## src/hw/rtl/kms_pkg.sv

```systemverilog
`timescale 1ns / 1ps
`default_nettype none

package kms_pkg;

  localparam int ROWS     = 3;
  localparam int COLS     = 3;
  localparam int NUM_KEYS = ROWS * COLS;

  // fixed field widths of the stream words
  localparam int COL_IN_W    = 3;
  localparam int THR_W       = 8;
  localparam int ROW_DRIVE_W = 3;
  localparam int KEY_CODE_W  = 4;
  localparam int S_TDATA_W   = 8;
  localparam int M_TDATA_W   = 8;

  localparam int ROW_W = (ROWS > 1) ? $clog2(ROWS) : 1;
  localparam int KEY_W = $clog2(NUM_KEYS + 1);
  localparam int PAD_W = (COLS > COL_IN_W) ? COLS : COL_IN_W;

  typedef logic [ROW_W-1:0]    row_idx_t;
  typedef logic [NUM_KEYS-1:0] key_vec_t;
  typedef logic [THR_W-1:0]    count_t;

  // one scan tick as seen by the debounce bank
  typedef struct packed {
    logic     update;    // tick that completes a full scan
    key_vec_t raw_keys;  // row-major raw key levels
  } scan_tick_t;

endpackage

`default_nettype wire

```

## src/hw/rtl/kms_scan.sv

```systemverilog
`timescale 1ns / 1ps
`default_nettype none

module kms_scan (
  input  wire logic                                clk,
  input  wire logic                                rst,
  input  wire logic                                tick,
  input  wire logic [kms_pkg::COL_IN_W-1:0]        column_levels,
  output kms_pkg::scan_tick_t                      scan_tick,
  output logic      [kms_pkg::ROW_DRIVE_W-1:0]     row_drive
);

  kms_pkg::row_idx_t             scan_row;
  kms_pkg::row_idx_t             scan_row_next;
  logic [kms_pkg::COLS-1:0]      raw_rows [kms_pkg::ROWS];
  logic [kms_pkg::PAD_W-1:0]     cols_pad;
  logic [kms_pkg::COLS-1:0]      cols_in;
  logic                          last_row;
  logic [kms_pkg::ROWS-1:0]      drive_onehot;

  assign cols_pad = kms_pkg::PAD_W'(column_levels);
  assign cols_in  = cols_pad[kms_pkg::COLS-1:0];
  assign last_row = (scan_row == kms_pkg::ROW_W'(kms_pkg::ROWS - 1));

  assign scan_row_next = last_row ? '0 : scan_row + kms_pkg::ROW_W'(1);

  assign drive_onehot = kms_pkg::ROWS'(1) << scan_row_next;
  assign row_drive    = kms_pkg::ROW_DRIVE_W'(drive_onehot);

  // the last row comes straight from the input word, the others from storage
  always_comb begin
    scan_tick.update = tick && last_row;
    for (int r = 0; r < kms_pkg::ROWS; r++) begin
      for (int c = 0; c < kms_pkg::COLS; c++) begin
        if (r == kms_pkg::ROWS - 1) begin
          scan_tick.raw_keys[r*kms_pkg::COLS + c] = cols_in[c];
        end else begin
          scan_tick.raw_keys[r*kms_pkg::COLS + c] = raw_rows[r][c];
        end
      end
    end
  end

  always_ff @(posedge clk) begin
    if (rst) begin
      scan_row <= '0;
    end else if (tick) begin
      scan_row <= scan_row_next;
    end
  end

  always_ff @(posedge clk) begin
    if (tick) begin
      raw_rows[scan_row] <= cols_in;
    end
  end

  assert property (@(posedge clk) disable iff (rst)
    scan_row <= kms_pkg::ROW_W'(kms_pkg::ROWS - 1))
    else $error("scan row out of range");

endmodule

`default_nettype wire

```

## src/hw/rtl/kms_debounce.sv

```systemverilog
`timescale 1ns / 1ps
`default_nettype none

module kms_debounce (
  input  wire logic                clk,
  input  wire logic                rst,
  input  wire kms_pkg::scan_tick_t scan_tick,
  input  wire kms_pkg::count_t     key_threshold,
  output kms_pkg::key_vec_t        keys_next
);

  kms_pkg::count_t   counts      [kms_pkg::NUM_KEYS];
  kms_pkg::count_t   counts_next [kms_pkg::NUM_KEYS];
  kms_pkg::key_vec_t keys;

  // integrating counter per key; level flips only at the rails
  always_comb begin
    keys_next = keys;
    for (int k = 0; k < kms_pkg::NUM_KEYS; k++) begin
      counts_next[k] = counts[k];
      if (scan_tick.update) begin
        if (scan_tick.raw_keys[k]) begin
          if (counts[k] < key_threshold) begin
            counts_next[k] = counts[k] + kms_pkg::THR_W'(1);
          end else begin
            keys_next[k] = 1'b1;
          end
        end else begin
          if (counts[k] != '0) begin
            counts_next[k] = counts[k] - kms_pkg::THR_W'(1);
          end else begin
            keys_next[k] = 1'b0;
          end
        end
      end
    end
  end

  always_ff @(posedge clk) begin
    if (rst) begin
      keys <= '0;
      for (int k = 0; k < kms_pkg::NUM_KEYS; k++) begin
        counts[k] <= '0;
      end
    end else begin
      keys <= keys_next;
      for (int k = 0; k < kms_pkg::NUM_KEYS; k++) begin
        counts[k] <= counts_next[k];
      end
    end
  end

  assert property (@(posedge clk) disable iff (rst)
    !scan_tick.update |=> keys == $past(keys))
    else $error("debounced level changed outside a full-scan tick");

endmodule

`default_nettype wire

```

## src/hw/rtl/kms_encode.sv

```systemverilog
`timescale 1ns / 1ps
`default_nettype none

module kms_encode (
  input  wire kms_pkg::key_vec_t               keys,
  output logic [kms_pkg::KEY_CODE_W-1:0]       key_code
);

  logic [kms_pkg::KEY_W-1:0] code;

  // scan downward so the lowest key index wins
  always_comb begin
    code = '0;
    for (int k = kms_pkg::NUM_KEYS - 1; k >= 0; k--) begin
      if (keys[k]) begin
        code = kms_pkg::KEY_W'(k + 1);
      end
    end
  end

  assign key_code = kms_pkg::KEY_CODE_W'(code);

endmodule

`default_nettype wire

```

## src/hw/rtl/keypad_matrix_scan_debounce.sv

```systemverilog
`timescale 1ns / 1ps
`default_nettype none

// 3x3 keypad scanner with integrating debounce. Each input word is one scan
// tick carrying the column levels sampled for the row currently driven; the
// block answers every word with one output word holding the one-hot row to
// drive next and the code of the first debounced key in row-major order
// (row*3+col+1, 0 when no key is down). Debounce counters for all nine keys
// step together on the tick that samples the last row, so key_threshold
// counts full scans. One word per cycle: the state update and the result
// register share a single clock edge, and a full output register stalls the
// input only while the downstream side is not taking. key_threshold is
// written through the cfg channel, which is always ready.
module keypad_matrix_scan_debounce (
  input  wire logic                             clk,
  input  wire logic                             rst,
  input  wire logic                             s_axis_tvalid,
  output logic                                  s_axis_tready,
  input  wire logic [kms_pkg::S_TDATA_W-1:0]    s_axis_tdata,  // [2:0] column_levels
  output logic                                  m_axis_tvalid,
  input  wire logic                             m_axis_tready,
  output logic      [kms_pkg::M_TDATA_W-1:0]    m_axis_tdata,  // [2:0] row_drive, [6:3] key_code
  input  wire logic                             cfg_valid,
  output logic                                  cfg_ready,
  input  wire logic [kms_pkg::THR_W-1:0]        cfg_data
);

  logic                                 tick;
  kms_pkg::scan_tick_t                  scan_tick;
  logic [kms_pkg::ROW_DRIVE_W-1:0]      row_drive;
  logic [kms_pkg::KEY_CODE_W-1:0]       key_code;
  kms_pkg::key_vec_t                    keys_next;
  kms_pkg::count_t                      key_threshold;

  assign cfg_ready     = 1'b1;
  assign s_axis_tready = !m_axis_tvalid || m_axis_tready;
  assign tick          = s_axis_tvalid && s_axis_tready;

  always_ff @(posedge clk) begin
    if (rst) begin
      key_threshold <= '0;
    end else if (cfg_valid && cfg_ready) begin
      key_threshold <= cfg_data;
    end
  end

  kms_scan u_scan (
    .clk           (clk),
    .rst           (rst),
    .tick          (tick),
    .column_levels (s_axis_tdata[kms_pkg::COL_IN_W-1:0]),
    .scan_tick     (scan_tick),
    .row_drive     (row_drive)
  );

  kms_debounce u_debounce (
    .clk           (clk),
    .rst           (rst),
    .scan_tick     (scan_tick),
    .key_threshold (key_threshold),
    .keys_next     (keys_next)
  );

  kms_encode u_encode (
    .keys     (keys_next),
    .key_code (key_code)
  );

  always_ff @(posedge clk) begin
    if (rst) begin
      m_axis_tvalid <= 1'b0;
    end else if (tick) begin
      m_axis_tvalid <= 1'b1;
    end else if (m_axis_tready) begin
      m_axis_tvalid <= 1'b0;
    end
  end

  always_ff @(posedge clk) begin
    if (tick) begin
      m_axis_tdata <= kms_pkg::M_TDATA_W'({key_code, row_drive});
    end
  end

  assert property (@(posedge clk) disable iff (rst)
    tick |=> m_axis_tvalid)
    else $error("accepted word produced no result");

  assert property (@(posedge clk) disable iff (rst)
    m_axis_tvalid |-> $onehot(m_axis_tdata[kms_pkg::ROW_DRIVE_W-1:0]))
    else $error("row drive not one-hot");

  assert property (@(posedge clk) disable iff (rst)
    m_axis_tvalid |->
      (m_axis_tdata[kms_pkg::ROW_DRIVE_W +: kms_pkg::KEY_CODE_W] <=
       kms_pkg::KEY_CODE_W'(kms_pkg::NUM_KEYS)))
    else $error("key code out of range");

  assert property (@(posedge clk) disable iff (rst)
    m_axis_tvalid && !m_axis_tready |-> !s_axis_tready)
    else $error("input taken while result is stalled");

endmodule

`default_nettype wire

```

## config.mk

```make
export PLATFORM = sky130hd
export DESIGN_NAME = keypad_matrix_scan_debounce
export DESIGN_NICKNAME = d
export VERILOG_FILES = /design/src/hw/rtl/kms_pkg.sv /design/src/hw/rtl/kms_scan.sv /design/src/hw/rtl/kms_debounce.sv /design/src/hw/rtl/kms_encode.sv /design/src/hw/rtl/keypad_matrix_scan_debounce.sv
export SDC_FILE = /design/constraint.sdc
export NUM_CORES = 1
export LEC_CHECK = 0
export ABC_AREA = 1
export BUFFER_PORTS_ARGS = -buffer_cell sky130_fd_sc_hd__buf_2
export CORE_ASPECT_RATIO = 0.75
export CORE_MARGIN = 4
export CORE_UTILIZATION = 25
export CTS_CLUSTER_SIZE = 12
export DETAILED_ROUTE_END_ITERATION = 8
export RECOVER_POWER = 25
export SETUP_SLACK_MARGIN = 0.02
export SLEW_MARGIN = 5
export SYNTH_ARGS = -nofsm -noshare
export SYNTH_HDL_FRONTEND = slang
export SYNTH_HIERARCHICAL = 1
export SYNTH_SLANG_ARGS = --single-unit
```

## constraint.sdc

```tcl
create_clock -name clk -period 2.61 [get_ports clk]
set_input_delay 0.522 -clock clk [delete_from_list [all_inputs] [get_ports clk]]
set_output_delay 0.522 -clock clk [all_outputs]
set_load 0.01 [all_outputs]
```

Word level (Yosys, flattened, before mapping). Memory sizes are Yosys's and may differ from the RTL's. Index checks and enable logic that the tools add are counted. W data, S select, Z words.

Memories kept: 2. Register bits after elaboration: 27. Memory bits (writable): 81. Output and inout port bits: 11. Input bits: 21. Logic and storage cells: 162.

Memory list: u_debounce.counts (depth 9, bits a word 8, read ports 9, clocked after memory_dff 0, write ports 9, RTL line kms_debounce.sv:12) `kms_pkg::count_t counts [kms_pkg::NUM_KEYS];`; u_scan.raw_rows (depth 3, bits a word 3, read ports 2, clocked after memory_dff 0, write ports 1, RTL line kms_scan.sv:15) `logic [kms_pkg::COLS-1:0] raw_rows [kms_pkg::ROWS];`.

Shift-type cells: 1. Equality and inequality tests: 1. Add/sub/neg operators: 19. Order comparisons: 9. Reductions and logical operators: 16. Mux-type cells: 97. Bitwise operators: 9.

Operators with widths (count): $mux W8 (45); $add A8 B1 Y8 const B (9); $lt A8 B8 Y1 (9); $reduce_bool A8 Y1 (9); $sub A8 B1 Y8 const B (9); $mux W1 (43); $mux W3 (4); $or A1 B1 Y1 (9); $mux W4 (2); $reduce_or A7 Y1 (1); $mux W2 (3); $reduce_or A3 Y1 (1); $shl A1 B2 Y3 const A (1); $add A2 B1 Y2 const B (1); $eq A2 B2 Y1 const B (1); $logic_and A1 B1 Y1 (2); $reduce_bool A2 Y1 (1); $logic_not A1 Y1 (1); $logic_or A1 B1 Y1 (1).

Logic depth before layout (Yosys ltp).
Word-level depth: 13. Depth in mapped cells: 19. Gate-level depth less buffers: 19.

Hierarchy. The synthesis kept the hierarchy.

Modules (own cells, without submodules): kms_debounce (cells each 1136, sequential area each 1621.6 sq um, times used 1, area each 7691.1 sq um); keypad_matrix_scan_debounce (cells each 51, sequential area each 390.4 sq um, times used 1, area each 541.8 sq um); kms_scan (cells each 26, sequential area each 220.2 sq um, times used 1, area each 312.8 sq um); kms_encode (cells each 24, sequential area each 0.0 sq um, times used 1, area each 102.6 sq um).

Worst setup path after synthesis. No wires, ideal clock.

Path type: in2reg. From: input port s_axis_tvalid. To: register m_axis_tdata[3] (netlist name) (data pin). Library setup time: 0.252 ns. Stages on the path: 15. Path slack: -0.104 ns. Path buffers: 2. Data required time: 2.358 ns. Arrival time: 2.462 ns. Path through: inv_1 > a21oi_1 > inv_1 > nor3_1 > buf_4 > inv_2 > buf_6 > a41oi_4 > o21ai_1 > nand2_1 > inv_1 > nand2_1 > nand2_1 > nand2_1 > nand2_1.

RTL lines: start: declaration (RTL line keypad_matrix_scan_debounce.sv:17) `input wire logic s_axis_tvalid,`; end signal: assignment (RTL line keypad_matrix_scan_debounce.sv:81) `m_axis_tdata <= kms_pkg::M_TDATA_W'({key_code, row_drive});`; end: declaration (RTL line keypad_matrix_scan_debounce.sv:22) `output logic [kms_pkg::M_TDATA_W-1:0] m_axis_tdata,`.

==> flow_summary.yaml <==
setup_path:
  crit_arrival_ns: 2.47
  cp-end-kind: "flip-flop"
  cp_slowest_cell: "dfxtp_1"
  cp.required_ns: 2.73
  worst_setup_path_start_kind: "flip-flop"
  critical_path_class: "reg2reg"
  path_cells: "a21oi_1 > inv_1 > nor3_1 > inv_2 > buf_4 > nor2_1 > o21ai_0 > o21ai_2 > inv_2 > nand3_1 > nor2_1"
  crit_path_max_incr_delay_ns: 0.33
  cp_max_fo: 17
logic_synthesis:
  synthFlopType: "dfxtp_1"
  synth_cells: 1237
  yosysSeqAreaShare_pct: 25.81
  yosys.area.top_type: "dfxtp_1"
  synth_cell_types: 40
  syn_area_mm2: 0.008648
  synth_top_area_share_pct: 21.30
  syn_nets: 1384
  yosysMostFrequentCell: "nand2_1"
  yosys-top-cells-area: "dfxtp_1 (21%), ha_1 (17%), nand2_1 (14%)"
  ys_top_cells_by_count: "nand2_1 (319), nor2_1 (132), a21oi_1 (128)"
  async_flop_share_pct: 0
  synth_seq_cells: 105
  postSynthAreaPerCell_um2: 6.991
  yosysWarnings: 6
  synth_enable_flop_cells: 13
routing:
  num_vias: 7761
  avgRoutedWirePerCell_um: 12.22
  drt-initial-drc-count: 407
  antenna_left: 0
  wl_um: 21020
  avgViaCountPerCell: 4.510
  post-route-drc-count: 0
  drtPass1Iterations: 5
sta:
  drv_slew: 0
  finalHoldViolCount: 0
  setup_ws_ns: 0.2618
  fin_skew_ns: 0.01288
  fin_tns_setup_ns: 0
  fin_crit_sh_pct: 89.97
  max-slew-margin-rel_pct: 46.88
  setup_viol: 0
  layout_min_cycle_time_ns: 2.348
  tightest_slew_ns: 0.7968
  rsz0062_at_grt: "false"
  fmax_mhz: 425.9
final_layout:
  post-route-util_pct: 28.44
  final_layout_size_suffix_gt1_share_pct: 7.710
  num_antenna_cells: 0
  area_growth_pct: 11.21
  nets: 1413
  final_cell_area_mm2: 0.009618
placed_design:
  hpwl_um: 15630
  portBuffers: 24
  dpl_worst_slack_ns: 0.05849
  placed_area_mm2: 0.009316
  place.gp.congestion: 0.8201
clocking:
  cts_max_path_buffers: 2
  cts.sinks: 105
  htree_levels: 3
  numCtsBuffers: 9
  ctsResizeCount: 0
  hold_buffers: 0
  cts_tree: "done"
  clk_latency_ns: 0.37
  clock-root-buffer: "clkbuf_16"
  post_cts_buffers: 0
  clk_pin_slew_ns: 0.08
floorplan:
  ios: 32
  die_w_um: 222.8
  core_area_mm2: 0.03382
  die-height_um: 169.1
  dieArea_mm2: 0.03766
  initial_utilization_pct: 25.57
  placementRows: 58
global_route:
  overflow: 0
  grt_pass1_wl_um: 35980
  grt_pass1_vias: 7239
  grt_use_total_pct: 11.32
  antenna_found_initial: 0
  grt_max_degree: 56
power_and_ir_drop:
  power.switching_mw: 1.184
  power_density_mw_per_mm2: 403.4
  power_frac_seq_pct: 44.3
  irDropWorstVdd_uv: 288.8
  finalPower_mw: 3.880
  p_int_mw: 2.696
  switching_share_pct: 30.51
  p_comb_share_pct: 17.7
  p_leak_nw: 4.689
  p_clk_share_pct: 38.0
run_status:
  status: "finished clean"
worst_hold_path:
  worst_hold_path_type: "in2reg"
run:
  drv_cap: 0
[layer usage]
layer / global-route usage [%] / part of all wire [%]
met4: 1.795 / 0.59
met3: 1.907 / 3.3
met5: 0 / 0
met1: 17.00 / 54
met2: 17.31 / 42
[registers in the layout (all words and copies together), names as in the netlist]
register / count
u_debounce/keys: 9
u_scan/scan_row: 2
m_axis_tvalid: 1
m_axis_tdata: 7
u_scan/raw_rows: 6
key_threshold: 8
u_debounce/counts: 72
[final cells by class]
class	instances	area (um2)
clock inverter	7	95.09
timing repair buffer	50	315.3
clock buffer	9	225.2
multi-input combinational	981	5741
tap	450	563.0
sequential	105	2232
inverter	119	446.7
fill	3723	24200
[worst paths after layout]
path	start	to	slack [ns]	cells after the start
worst min register to register	u_debounce/keys[3]	u_debounce/keys[3]	0.50	2
worst max-delay path	m_axis_tvalid	m_axis_tdata[6]	0.26	11
worst min-delay path	cfg_data[4]	key_threshold[4]	0.38	3
worst max register to register	m_axis_tvalid	m_axis_tdata[6]	0.26	11
[power by group through the flow]
stage	logic, mW	clock network (mW)	registers, mW
2_1_floorplan	0.527	0	1.74
3_3_place_gp	0.673	0	1.76
3_5_place_dp	0.688	0	1.76
4_1_cts	0.693	1.53	1.72
5_1_grt	0.794	1.60	1.73
6_report	0.687	1.47	1.72
[cells in the final DEF (no fill, tap or decap), drive strengths merged, types with 20 or more instances in the layout]
master    n
nand4    21
inv     123
dfxtp    92
nand2   331
a21oi   130
ha      117
buf      44
xnor2    22
nor2    139
o21ai    20
xor2     21
nand3   108
[worst max-delay path: cells and delay by family, from the launching register on]
| kind | cells | cell delay (ns) |
|---|---|---|
| simple gates | 4 | 0.55 |
| compound gates | 3 | 0.56 |
| flops | 1 | 0.33 |
| buf+inv | 4 | 0.66 |
[cells by family (layout without fill, tap and decap cells)]
kind of cell	after synthesis	after routing	synth area share [%]
AND/OR/NAND/NOR	631	631	31.37
other	2	2	0.08684
XOR/XNOR	43	43	4.355
AO/OA/AOI/OAI	179	179	11.59
adder cells (fa/ha/maj)	126	126	19.01
flip-flops	105	105	25.81
buffers and inverters	151	185	7.784
[through the flow]
step	hold WS [ns]	instances
after floorplan	0.4628	1237
after global placement	0.4786	1705
after detailed placement	0.4890	1705
after CTS	0.3742	1721
after global routing	0.3775	1721
final	0.3845	1721
Power figures use the tool's default switching activity.
